### config.mk
export PLATFORM = sky130hd
export DESIGN_NAME = periodic_hit_timer_with_catchup
export DESIGN_NICKNAME = d
export VERILOG_FILES = /design/src/hw/rtl/pht_pkg.sv /design/src/hw/rtl/pht_ctrl.sv /design/src/hw/rtl/pht_dp.sv /design/src/hw/rtl/periodic_hit_timer_with_catchup.sv
export SDC_FILE = /design/constraint.sdc
export NUM_CORES = 1
export LEC_CHECK = 0
export BUFFER_PORTS_ARGS = -buffer_cell sky130_fd_sc_hd__buf_2
export CAP_MARGIN = 20
export CORE_AREA = 5 5 239 125
export DETAILED_ROUTE_END_ITERATION = 6
export DIE_AREA = 0 0 244 130
export PLACE_DENSITY = 0.81
export SLEW_MARGIN = 40
export SYNTH_ARGS = -nofsm -noshare
export SYNTH_HDL_FRONTEND = slang
export SYNTH_SLANG_ARGS = --single-unit
### constraint.sdc
create_clock -name i_clk -period 3.7 [get_ports i_clk]
set_input_delay 0.74 -clock i_clk [delete_from_list [all_inputs] [get_ports i_clk]]
set_output_delay 0.74 -clock i_clk [all_outputs]
set_load 0.01 [all_outputs]
### src/hw/rtl/pht_pkg.sv
// Shared types and constants for the periodic hit timer.
// Holds the controller/datapath command and status structs and the state enum.
// No dependencies.
`timescale 1ns / 1ps

package pht_pkg;

    localparam int unsigned TIME_W     = 32;
    localparam int unsigned PERIOD_W   = 31;
    // one restoring step per bit of the difference below its sign bit
    localparam int unsigned DIV_STEPS  = PERIOD_W;
    localparam int unsigned DIV_CNT_W  = $clog2(DIV_STEPS);

    typedef enum logic [1:0] {
        ST_IDLE,
        ST_CHECK,
        ST_DIV,
        ST_FINISH
    } t_state;

    // how the event mark moves when the result is committed
    typedef enum logic [1:0] {
        ADV_NONE,
        ADV_ONE,
        ADV_DIV
    } t_adv;

    typedef struct packed {
        logic cap;       // capture reading and difference
        logic check;     // classify difference, set up division
        logic div_step;  // one restoring division step
        logic commit;    // update mark and load the output register
        t_adv adv;       // mark update kind used on commit
    } t_dp_cmd;

    typedef struct packed {
        logic period_zero;
        logic below;     // difference negative or under one period
        logic single;    // difference under two periods
        logic div_last;  // final division step in progress
        logic out_free;  // output register can take a result this cycle
    } t_dp_status;

endpackage

### src/hw/rtl/pht_ctrl.sv
// Sequencer for the periodic hit timer.
// Walks each transfer through check, optional division and finish; uses pht_pkg.
`timescale 1ns / 1ps

module pht_ctrl (
    input  logic                i_clk,
    input  logic                i_rst_n,
    input  logic                i_in_valid,
    output logic                o_in_stall,
    input  pht_pkg::t_dp_status i_status,
    output pht_pkg::t_dp_cmd    o_cmd
);
    import pht_pkg::*;

    t_state r_state, n_state;
    t_adv   r_mode, n_mode;

    // state and mode registers
    always_ff @(posedge i_clk) begin
        if (!i_rst_n) begin
            r_state <= ST_IDLE;
            r_mode  <= ADV_NONE;
        end else begin
            r_state <= n_state;
            r_mode  <= n_mode;
        end
    end

    // next state
    always_comb begin
        n_state = r_state;
        n_mode  = r_mode;
        unique case (r_state)
            ST_IDLE: begin
                if (i_in_valid) n_state = ST_CHECK;
            end
            ST_CHECK: begin
                if (i_status.period_zero || i_status.below) begin
                    n_mode  = ADV_NONE;
                    n_state = ST_FINISH;
                end else if (i_status.single) begin
                    n_mode  = ADV_ONE;
                    n_state = ST_FINISH;
                end else begin
                    n_mode  = ADV_DIV;
                    n_state = ST_DIV;
                end
            end
            ST_DIV: begin
                if (i_status.div_last) n_state = ST_FINISH;
            end
            ST_FINISH: begin
                if (i_status.out_free) n_state = ST_IDLE;
            end
            default: n_state = ST_IDLE;
        endcase
    end

    // outputs
    always_comb begin
        o_cmd          = '0;
        o_cmd.adv      = r_mode;
        o_in_stall     = 1'b1;
        unique case (r_state)
            ST_IDLE: begin
                o_in_stall = 1'b0;
                o_cmd.cap  = i_in_valid;
            end
            ST_CHECK:  o_cmd.check    = 1'b1;
            ST_DIV:    o_cmd.div_step = 1'b1;
            ST_FINISH: o_cmd.commit   = i_status.out_free;
            default:   o_in_stall     = 1'b1;
        endcase
    end

    // division runs until its final step
    assert property (@(posedge i_clk) disable iff (!i_rst_n)
        (r_state == ST_DIV && !i_status.div_last) |=> (r_state == ST_DIV))
        else $error("division left early");

    // finish returns to idle once the result is loaded
    assert property (@(posedge i_clk) disable iff (!i_rst_n)
        (r_state == ST_FINISH && i_status.out_free) |=> (r_state == ST_IDLE))
        else $error("finish did not retire");

    // a miss or a zero period leaves the mark in place
    assert property (@(posedge i_clk) disable iff (!i_rst_n)
        (r_state == ST_CHECK && (i_status.below || i_status.period_zero))
        |=> (r_mode == ADV_NONE))
        else $error("mark would move on a miss or zero period");

endmodule

### src/hw/rtl/pht_dp.sv
// Datapath for the periodic hit timer: period, event mark, difference,
// restoring remainder unit and output register. Uses pht_pkg.
`timescale 1ns / 1ps

module pht_dp (
    input  logic                                i_clk,
    input  logic                                i_rst_n,
    input  logic                                i_cfg_we,
    input  logic [pht_pkg::PERIOD_W-1:0]        i_cfg_period,
    input  logic [pht_pkg::TIME_W-1:0]          i_now_ms,
    input  logic                                i_out_stall,
    output logic                                o_out_valid,
    output logic                                o_hit,
    input  pht_pkg::t_dp_cmd                    i_cmd,
    output pht_pkg::t_dp_status                 o_status
);
    import pht_pkg::*;

    logic [PERIOD_W-1:0]  r_period;
    logic [TIME_W-1:0]    r_mark;
    logic [TIME_W-1:0]    r_now;
    logic [TIME_W-1:0]    r_d;
    logic [PERIOD_W-1:0]  r_dsh;
    logic [PERIOD_W-1:0]  r_rem;
    logic [DIV_CNT_W-1:0] r_cnt;
    logic                 r_hit;
    logic                 r_out_valid;
    logic                 r_out_hit;

    logic [TIME_W-1:0]    w_cat;
    logic [TIME_W:0]      w_trial;
    logic [TIME_W-1:0]    w_period_ext;

    assign w_period_ext = {1'b0, r_period};

    // status for the controller
    always_comb begin
        o_status.period_zero = (r_period == '0);
        o_status.below       = r_d[TIME_W-1] || (r_d < w_period_ext);
        o_status.single      = (r_d < {r_period, 1'b0});
        o_status.div_last    = (r_cnt == DIV_CNT_W'(DIV_STEPS - 1));
        o_status.out_free    = !r_out_valid || !i_out_stall;
    end

    // period register
    always_ff @(posedge i_clk) begin
        if (!i_rst_n) begin
            r_period <= '0;
        end else if (i_cfg_we) begin
            r_period <= i_cfg_period;
        end
    end

    // restoring step: shift in next bit, subtract period if it fits
    assign w_cat   = {r_rem, r_dsh[PERIOD_W-1]};
    assign w_trial = {1'b0, w_cat} - {1'b0, w_period_ext};

    // capture, classify and divide
    always_ff @(posedge i_clk) begin
        if (i_cmd.cap) begin
            r_now <= i_now_ms;
            r_d   <= i_now_ms - r_mark;
        end
        if (i_cmd.check) begin
            r_hit <= o_status.period_zero || !o_status.below;
            r_dsh <= r_d[PERIOD_W-1:0];
            r_rem <= '0;
            r_cnt <= '0;
        end
        if (i_cmd.div_step) begin
            r_dsh <= {r_dsh[PERIOD_W-2:0], 1'b0};
            r_cnt <= r_cnt + 1'b1;
            if (!w_trial[TIME_W]) begin
                r_rem <= w_trial[PERIOD_W-1:0];
            end else begin
                r_rem <= w_cat[PERIOD_W-1:0];
            end
        end
    end

    // advance the event mark on commit
    always_ff @(posedge i_clk) begin
        if (!i_rst_n) begin
            r_mark <= '0;
        end else if (i_cmd.commit) begin
            case (i_cmd.adv)
                ADV_ONE: r_mark <= r_mark + w_period_ext;
                // mark + d - d mod p equals now - d mod p
                ADV_DIV: r_mark <= r_now - {1'b0, r_rem};
                default: r_mark <= r_mark;
            endcase
        end
    end

    // output register: load on commit, drop on transfer
    always_ff @(posedge i_clk) begin
        if (!i_rst_n) begin
            r_out_valid <= 1'b0;
        end else if (i_cmd.commit) begin
            r_out_valid <= 1'b1;
        end else if (!i_out_stall) begin
            r_out_valid <= 1'b0;
        end
    end

    always_ff @(posedge i_clk) begin
        if (i_cmd.commit) begin
            r_out_hit <= r_hit;
        end
    end

    assign o_out_valid = r_out_valid;
    assign o_hit       = r_out_hit;

    // remainder is below the period when a divided result is committed
    assert property (@(posedge i_clk) disable iff (!i_rst_n)
        (i_cmd.commit && i_cmd.adv == ADV_DIV) |-> (r_rem < r_period))
        else $error("remainder not below period");

    // zero period never moves the mark
    assert property (@(posedge i_clk) disable iff (!i_rst_n)
        (i_cmd.commit && r_period == '0) |=> $stable(r_mark))
        else $error("mark moved with zero period");

    // commit never overwrites a result still waiting
    assert property (@(posedge i_clk) disable iff (!i_rst_n)
        i_cmd.commit |-> (!r_out_valid || !i_out_stall))
        else $error("output result overwritten");

endmodule

### src/hw/rtl/periodic_hit_timer_with_catchup.sv
// Periodic hit timer with catch-up, top level.
// Each input transfer is captured and classified, runs through the 31-step
// remainder unit only when the mark skips missed periods, and is then committed.
// A new input is taken only after the previous result has been committed.
// Synchronous active-low reset clears period, event mark and control state.
// Instantiates pht_ctrl and pht_dp; uses pht_pkg.
`timescale 1ns / 1ps

module periodic_hit_timer_with_catchup (
    input  logic                          i_clk,
    input  logic                          i_rst_n,
    input  logic                          i_in_valid,
    output logic                          o_in_stall,
    input  logic [pht_pkg::TIME_W-1:0]    i_now_ms,
    output logic                          o_out_valid,
    input  logic                          i_out_stall,
    output logic                          o_hit,
    input  logic                          i_cfg_valid,
    output logic                          o_cfg_ready,
    input  logic [pht_pkg::PERIOD_W-1:0]  i_cfg_period
);
    import pht_pkg::*;

    t_dp_cmd    w_cmd;
    t_dp_status w_status;

    // configuration is always taken
    assign o_cfg_ready = 1'b1;

    pht_ctrl u_ctrl (
        .i_clk      (i_clk),
        .i_rst_n    (i_rst_n),
        .i_in_valid (i_in_valid),
        .o_in_stall (o_in_stall),
        .i_status   (w_status),
        .o_cmd      (w_cmd)
    );

    pht_dp u_dp (
        .i_clk        (i_clk),
        .i_rst_n      (i_rst_n),
        .i_cfg_we     (i_cfg_valid && o_cfg_ready),
        .i_cfg_period (i_cfg_period),
        .i_now_ms     (i_now_ms),
        .i_out_stall  (i_out_stall),
        .o_out_valid  (o_out_valid),
        .o_hit        (o_hit),
        .i_cmd        (w_cmd),
        .o_status     (w_status)
    );

endmodule
* Yosys cells after proc, flatten, opt, wreduce, memory -nomap -nowiden
Cells that the tools add are included.
** Storage, ports and cells
- Logic and storage cells :: 66
- Input bits :: 68
- Register bits :: 201
** Operators by class
- Add/subtract/negate cells :: 5
- Multiplexer cells :: 23
- Equality and inequality tests :: 10
- Order comparisons :: 2
- Reduce and logical (&&, ||, !) cells :: 13
** Operators with widths (count)
- $mux W31 :: 5
- $pmux W32 S2 :: 1
- $sub A32 B31 Y33 :: 1
- $add A32 B31 Y32 :: 1
- $lt A32 B31 Y1 :: 1
- $lt A32 B32 Y1 :: 1
- $sub A32 B31 Y32 :: 1
- $sub A32 B32 Y32 :: 1
- $logic_not A31 Y1 :: 1
- $mux W2 :: 6
- $mux W5 :: 2
- $mux W1 :: 8
- $pmux W2 S4 :: 1
- $eq A2 B2 Y1 const B :: 3
- $ne A2 B1 Y1 const B :: 3
- $add A5 B1 Y5 const B :: 1
- $eq A5 B5 Y1 const B :: 1
- $eq A2 B1 Y1 const B :: 2
- $logic_or A1 B1 Y1 :: 4
- $reduce_bool A2 Y1 :: 2
- $logic_not A1 Y1 :: 3
- $reduce_and A3 Y1 :: 1
- $logic_not A2 Y1 :: 1
- $ne A2 B2 Y1 const B :: 1
- $reduce_and A2 Y1 :: 1

* Longest topological paths before layout
Gate-level depths: netlist of run 1.
- Word-level depth :: 5
- Depth in mapped cells :: 14
- Mapped depth without buffers :: 12

* Modules after synthesis
From an unflattened synthesis of run 1, not the netlist that was laid out.
** Unflattened totals
- Cells, all modules :: 1715
- Area total of the unflattened synthesis :: 15636.2 sq um
** By module, submodules not included
- pht_dp :: cells an instance 1678, seq. area each 5265.0 sq um, instances 1, area each 15305.9 sq um
- pht_ctrl :: cells an instance 35, seq. area each 80.1 sq um, instances 1, area each 319.1 sq um
- periodic_hit_timer_with_catchup :: cells an instance 2, seq. area each 0.0 sq um, instances 1, area each 11.3 sq um

* Worst setup path before layout of run 1
Ideal clock, no wire load.
- Path kind :: input to register
- Start point :: input port i_in_valid
- End point :: register u_dp.r_d[0], enable pin
- Stages :: 2
- Setup time :: 488 ps
- Required time :: 3212 ps
- Setup slack :: -271 ps
- Arrival :: 3483 ps
- Path buffers :: 0
- Path through :: inv_1 > nor2_1
** RTL lines
- start: declaration :: line periodic_hit_timer_with_catchup.sv:12 : input logic i_in_valid,
- end signal: assignment :: line pht_dp.sv:62 : r_d <= i_now_ms - r_mark;
- end: declaration :: line pht_dp.sv:22 : logic [TIME_W-1:0] r_d;

* Worst setup path in the final report of run 1
- Start point :: register u_dp.r_period[2]
- End point :: register u_dp.r_rem[14] (data pin)
** On the way
- Longest elaborated chain between the ends :: 3
** RTL lines
- start: declaration :: line pht_dp.sv:19 : logic [PERIOD_W-1:0] r_period;
- start signal: assignment :: line pht_dp.sv:50 : r_period <= i_cfg_period;
- $sub A32 B31 Y33 :: line pht_dp.sv:56 : assign w_trial = {1'b0, w_cat} - {1'b0, w_period_ext};
- $mux W31 :: line pht_dp.sv:73 : if (!w_trial[TIME_W]) begin
- $mux W31 :: line pht_dp.sv:70 : if (i_cmd.div_step) begin
- end signal: assignment :: line pht_dp.sv:74 : r_rem <= w_trial[PERIOD_W-1:0];
- end signal: assignment :: line pht_dp.sv:76 : r_rem <= w_cat[PERIOD_W-1:0];
- end: declaration :: line pht_dp.sv:24 : logic [PERIOD_W-1:0] r_rem;
Every way passes these cells.
A chain may end at the register's enable or synchronous reset.

==> impl_results.md, run 1 <==
* Status: complete, no violations
* DIE WIDTH at 244 µm
* Worst Max-Slew Pin Slew at 0.765 ns
* Final worst setup slack at 0.228 ns
* Finished Core Util at 0.630
* Root Buffer Master: clkbuf_16
* Post-CTS Hold Buffers at 0
* Netlist cell types at 86
* Via-to-Cell Ratio at 6.35
* Ys flop type: edfxtp_1
* DRC errors left at 0
* Seq/Total Area, Yosys at 0.346
* Pre-CTS WS at 0.0389 ns
* First-pass GRT wire length at 73,700 µm
* TritonCTS clock tree: built
* Leakage power total at 7.35 nW
* Nets at 2,054
* Diodes inserted at 0
* Clock transition at the registers of the reported paths at 0.07 ns
* Initial core utilization at 0.566
* Iteration-0 DRC Markers at 1,741
* Total Die Area at 31,700 µm²
* Number of CTS-inserted buffers at 21
* R2R cell count at 12
* Gate Count Post-Synth at 1,696
* PD cells at 773 nW/µm²
* Global-route usage over all layers at 0.303
* Crit path max-delay family: compound AO/OA/AOI/OAI gates
* Clk buf depth at 3
* Routability cong. at 1.01
* Highest-count cells in the layout ignoring fill and taps: 190 x ha_1, 156 x a21oi_1, 142 x nor2_1
* Largest stage delay on the critical path at 0.52 ns
* Htree depth at 1
* Minimum clock period at 3.47 ns
* Syn Nets at 1,960
* Hold Path Class: primary input to register
* Setup crit end kind: register
* Final setup viols at 0
* Arrival @ worst endpoint at 3.84 ns
* Remaining antenna violation count at 0
* Tot Pwr at 0.0133 W
* Pre-antenna DRT Iters at 5
* Initial antenna violation count at 0
* WL/cell at 22.7 µm
* Max Fanout on Critical Path at 16
* Clock Skew at 0.0173 ns
* Dpl hpwl at 38,800 µm
* Worst Setup Start Kind: register
* WHS Path Cells at 1
* Number of clock sinks at 201
* Worst EP required at 4.07 ns
* Rel. slew slack at 0.490
* Die H at 130 µm
* Io pins at 72
* TNS Setup at 0 ns
* Post-synth ARST share at 0
* #FFs+latches synth at 201
* RSZ-0062 raised after global routing: false
* Max VDD drop at 0.527 mV
* Worst skew pair latency at 0.53 ns
* Slowest CP cell: dfxtp_1
* Number of synthesized flops with an enable pin at 132
* Number of global-route vias before repair at 12,559
* Via count at 13,751
* WP depth at 12
* CP bufs+invs at 2
* Share of cells above drive strength 1 at 0.101
* Area growth syn-to-layout at 11.4%
* Avg Cell Area, Syn at 9.12 µm²
* Routed WL at 49,200 µm
* Overflow after GRT at 0
* Period utilization at 0.938
* Largest net degree at the start of global routing at 68
* CP cell instances: inv_1, ha_1, nand2b_1, a21oi_1, o41a_1, o21ai_2, a41oi_2, o21ba_1, a21oi_4, buf_12, or3b_2, a21oi_1
* Number of cell rows at 43
* Most frequent CP cell: a21oi_1
* Final hold violations at 0
* Placeable Area at 27,300 µm²
* Max-slew violations at 0
* Post-Syn Area at 15,500 µm²
* Port buffer count at 70
* FMAX at 288 MHz
* Crit path kind: register to register
* Synth warnings at 0
* Most common cell after layout, fill and taps aside: ha_1
* MaxCap Viol Count at 0
==> power breakdown <==
group          internal, W  switching, W
registers          0.00334      0.000504
logic              0.00272       0.00446
clock network      0.00132      0.000976
total              0.00738       0.00594
==> cell usage after synthesis (27+ instances only) <==
| cell type | n | area share |
|---|---|---|
| a22o_1 | 29 | 0.016 |
| o21a_1 | 27 | 0.013 |
| xor2_1 | 29 | 0.016 |
| o21ai_0 | 67 | 0.022 |
| clkbuf_1 | 34 | 0.0083 |
| a211oi_1 | 35 | 0.017 |
| a21oi_1 | 156 | 0.050 |
| ha_1 | 192 | 0.16 |
| edfxtp_1 | 132 | 0.26 |
| a21o_1 | 72 | 0.035 |
| inv_1 | 138 | 0.033 |
| nand2_1 | 111 | 0.027 |
| nor2_1 | 144 | 0.035 |
| nand3_1 | 31 | 0.010 |
| mux2i_1 | 42 | 0.027 |
| nor3_1 | 27 | 0.0087 |
| dfxtp_1 | 69 | 0.089 |
| xnor2_1 | 58 | 0.033 |
==> state kept, by name, summed over array words and instances (netlist names), 2 cells and up <==
name and cells:
u_ctrl.r_mode 2, u_dp.r_d 32, u_ctrl.r_state 2, u_dp.r_mark 32, u_dp.r_period 31, u_dp.r_rem 31, u_dp.r_dsh 31, u_dp.r_cnt 5
u_dp.r_now 32
==> cell families (layout without fill, tap and decap cells) <==
group | count (synthesis) | count (layout) | synth area share
flip-flops | 201 | 201 | 0.346
adder cells (fa/ha/maj) | 196 | 196 | 0.161
AND/OR/NAND/NOR | 443 | 443 | 0.136
XOR/XNOR | 87 | 87 | 0.0493
AO/OA/AOI/OAI | 539 | 539 | 0.235
other | 1 | 1 | 0.000242
buffers and inverters | 186 | 294 | 0.0460
multiplexers | 43 | 43 | 0.0279
==> worst paths after layout <==
check                                 startpoint              to  slack, ns
worst max-delay path            u_dp.r_period[2]  u_dp.r_rem[14]       0.23
worst min-delay path                 i_now_ms[0]   u_dp.r_now[0]       0.39
worst max register to register  u_dp.r_period[2]  u_dp.r_rem[14]       0.23
worst min register to register        u_dp.r_hit      u_dp.o_hit       0.45
==> cell type report <==
class,instances,area (µm²)
inverters,139,522
repair buffers,118,752
flip-flops and latches,201,5350
well taps,360,450
clock inverters,2,16.3
multi-input cells,1309,9430
fillers,2279,10100
clock buffers,35,712
==> worst reg2reg max path: cells and delay by family (launching register included) <==
family	cells	cell delay, ns
flops	1	0.52
fa+ha+maj	1	0.38
buf+inv	2	0.35
simple gates	2	0.58
compound gates	7	1.47
==> per-layer routing <==
layer  part of all wire  wire [µm]  up-vias  track usage
met5                  0          0        -            0
met2               0.34      16800      798        0.369
li1                   -          -     6464            -
met4              0.016        788        0       0.0497
met1               0.46      22700     6440        0.467
met3               0.18       8930       49        0.160
==> through the flow <==
| step | instance area (µm²) | instances | hold slack [ns] |
|---|---|---|---|
| floorplan | 15500 | 1696 | 0.400 |
| global placement | 16400 | 2123 | 0.403 |
| detailed placement | 16400 | 2123 | 0.426 |
| CTS | 17200 | 2160 | 0.386 |
| global route | 17200 | 2164 | 0.388 |
| finish | 17200 | 2164 | 0.394 |
==> timing repair <==
item                                    4_1_cts  5_1_grt
buffers inserted                              0        4
resized for setup                             0        1
endpoints found under the setup margin        0       26
Note: power is estimated with default switching activity, not from simulation.
==> inputs of run 2 (changes only) <==
--- a/config.mk
+++ b/config.mk
@@ -10,6 +10,7 @@
 export CORE_AREA = 5 5 239 125
 export DETAILED_ROUTE_END_ITERATION = 6
 export DIE_AREA = 0 0 244 130
+export MAX_ROUTING_LAYER = met4
 export PLACE_DENSITY = 0.81
 export SLEW_MARGIN = 40
 export SYNTH_ARGS = -nofsm -noshare
==> run 2 against run 1 <==
Effect of this change:
- register-to-register slack is essentially flat
- clock-buffer cell count shrank 2
- via count grew 1.3%
- die area is the same
- worst hold slack gained 0.0030 ns
- fmax grew 0.23%
- utilization shrank 0.43 points
==> impl_results.md, run 2 (synthesized netlist as in run 1, its figures left out) <==
* Status: complete, no violations
* Final hold violations at 0 (unchanged)
* Minimum clock period at 3.46 ns (-0.00795 ns)
* Post-CTS setup buffers at 0 (unchanged)
* Clock transition at the registers of the reported paths at 0.07 ns (about the same)
* Number of cell rows at 43 (unchanged)
* Root Buffer Master: clkbuf_16
* Worst EP required at 4.09 ns (+0.02 ns)
* Pre-antenna DRT Iters at 6 (+1)
* CP bufs+invs at 2 (unchanged)
* Worst Max-Slew Pin Slew at 0.666 ns (-0.0988 ns)
* Placed Cells at 2,125 (+0.094%)
* Global-route usage over all layers at 0.312 (+0.00962)
* RSZ-0062 raised after global routing: false
* Most common cell after layout, fill and taps aside: ha_1
* Via-to-Cell Ratio at 6.44 (+1.3%)
* Routed WL at 49,000 µm (-0.53%)
* Period utilization at 0.936 (-0.00215)
* WL/cell at 22.6 µm (-0.53%)
* Total Die Area at 31,700 µm² (unchanged)
* Max VDD drop at 0.485 mV (-7.9%)
* WHS Path Cells at 1 (unchanged)
* Final setup viols at 0 (unchanged)
* Number of clock sinks at 201 (unchanged)
* Worst skew pair latency at 0.54 ns (about the same)
* Clk buf depth at 3 (unchanged)
* Top flop regs: u_dp.r_d (32), u_dp.r_mark (32), u_dp.r_now (32)
* MaxCap Viol Count at 0 (unchanged)
* Number of global-route vias before repair at 12,599 (+0.32%)
* Worst Setup Start Kind: register
* Number of CTS-inserted buffers at 21 (unchanged)
* Non-Filler Instances at 2,164 (unchanged)
* Placeable Area at 27,300 µm² (unchanged)
* CP cell instances: inv_1, ha_1, fa_1, nand2b_1, a21oi_1, o41a_1, o21ai_2, a41oi_2, o21ba_2, a21oi_4, buf_4, or3b_2, a21oi_1
* Clock Skew at 0.0197 ns (+0.00247 ns)
* First-pass GRT wire length at 74,200 µm (+0.68%)
* TNS Setup at 0 ns (unchanged)
* Via count at 13,934 (+1.3%)
* Remaining antenna violation count at 0 (unchanged)
* Slowest CP cell: or3b_2
* R2R cell count at 13 (+1)
* Leakage power total at 7.29 nW (-0.86%)
* Arrival @ worst endpoint at 3.85 ns (about the same)
* Io pins at 72 (unchanged)
* Crit path max-delay family: compound AO/OA/AOI/OAI gates
* Die H at 130 µm (unchanged)
* Htree depth at 1 (unchanged)
* WP depth at 13 (+1)
* Routability cong. at 1.06 (+4.4%)
* Initial antenna violation count at 1 (+1)
* Largest net degree at the start of global routing at 68 (unchanged)
* Fillers at 2,257 (-0.97%)
* FMAX at 289 MHz (+0.23%)
* Share of cells above drive strength 1 at 0.0976 (-0.00327)
* Highest-count cells in the layout ignoring fill and taps: 190 x ha_1, 156 x a21oi_1, 142 x nor2_1
* Most frequent CP cell: a21oi_1
* Max Fanout on Critical Path at 22 (+6)
* Overflow after GRT at 0 (unchanged)
* Iteration-0 DRC Markers at 1,848 (+6.1%)
* Max-slew violations at 0 (unchanged)
* Dpl hpwl at 38,600 µm (-0.32%)
* TritonCTS clock tree: built
* Port buffer count at 70 (unchanged)
* CP Launch Point: u_dp.r_dsh[30]
* Rel. slew slack at 0.552 (+0.0620)
* Crit path kind: register to register
* Nets at 2,052 (-0.097%)
* Hold path startpoint: i_now_ms[16]
* Initial core utilization at 0.566 (unchanged)
* Area growth syn-to-layout at 10.6%
* Largest stage delay on the critical path at 0.48 ns (-0.04 ns)
* Critical R2R Launch: u_dp.r_dsh[30]
* PD cells at 759 nW/µm² (-1.8%)
* Hold Path Class: primary input to register
* DRC errors left at 0 (unchanged)
* Setup crit end kind: register
* DIE WIDTH at 244 µm (unchanged)
==> run 2: cell types whose count changed in the layout (fill, tap and decap cells not counted), sizes merged <==
cell | before | now
buf | 118 | 116
bufinv | 0 | 1
clkbuf | 35 | 33
clkinv | 1 | 3
diode | 0 | 1
==> run 2: stage by stage <==
step / power (W) / instance area (µm²) / hold slack, ns / setup WS [ns] / utilization
2_1_floorplan: 0.00864 / 15500 / 0.400 / 0.544 / -
3_3_place_gp: 0.0103 / 16400 / 0.410 / 0.150 / 0.601
3_5_place_dp: 0.0105 / 16400 / 0.422 / 0.0842 / 0.601
4_1_cts: 0.0127 / 17100 / 0.384 / 0.200 / 0.625
5_1_grt: 0.0138 / 17100 / 0.397 / 0.0234 / 0.626
6_report: 0.0130 / 17100 / 0.397 / 0.236 / 0.626
==> run 2: worst paths after layout <==
kind	slack, ns	endpoint
worst min-delay path	0.40	u_dp.r_now[16]
worst max register to register	0.24	u_dp.r_rem[23]
worst max-delay path	0.24	u_dp.r_rem[23]
worst min register to register	0.44	u_dp.o_hit
==> run 2: report_power, final <==
| group | leakage (nW) | internal [W] | total [W] | switching [W] |
|---|---|---|---|---|
| clock | 0.319 | 0.00118 | 0.00213 | 0.000958 |
| sequential | 1.84 | 0.00335 | 0.00385 | 0.000505 |
| combinational | 5.13 | 0.00264 | 0.00700 | 0.00436 |
| total | 7.29 | 0.00717 | 0.0130 | 0.00582 |
==> run 2: cell type report <==
class                           count  area (µm²)  share of cell area
Tap cell                          360         450              0.0263
Clock inverter                      5        53.8             0.00314
Sequential cell                   201        5350               0.312
Antenna cell                        1        2.50            0.000146
Timing Repair Buffer              116         703              0.0411
Inverter                          139         522              0.0305
Clock buffer                       33         594              0.0347
Multi-Input combinational cell   1309        9440               0.552
==> run 2: what timing repair did <==
action                     in CTS  in global routing
hold buffers                    0                  0
setup endpoints to repair       0                  1
resized for setup               0                  1
==> run 2: routing by layer <==
| layer | global-route usage | up-vias | part of all wire |
|---|---|---|---|
| met2 | 0.378 | 832 | 0.35 |
| met1 | 0.471 | 6580 | 0.46 |
| li1 | - | 6467 | - |
| met3 | 0.147 | 55 | 0.18 |
| met4 | 0.0408 | 0 | 0.013 |
| met5 | - | - | 0 |
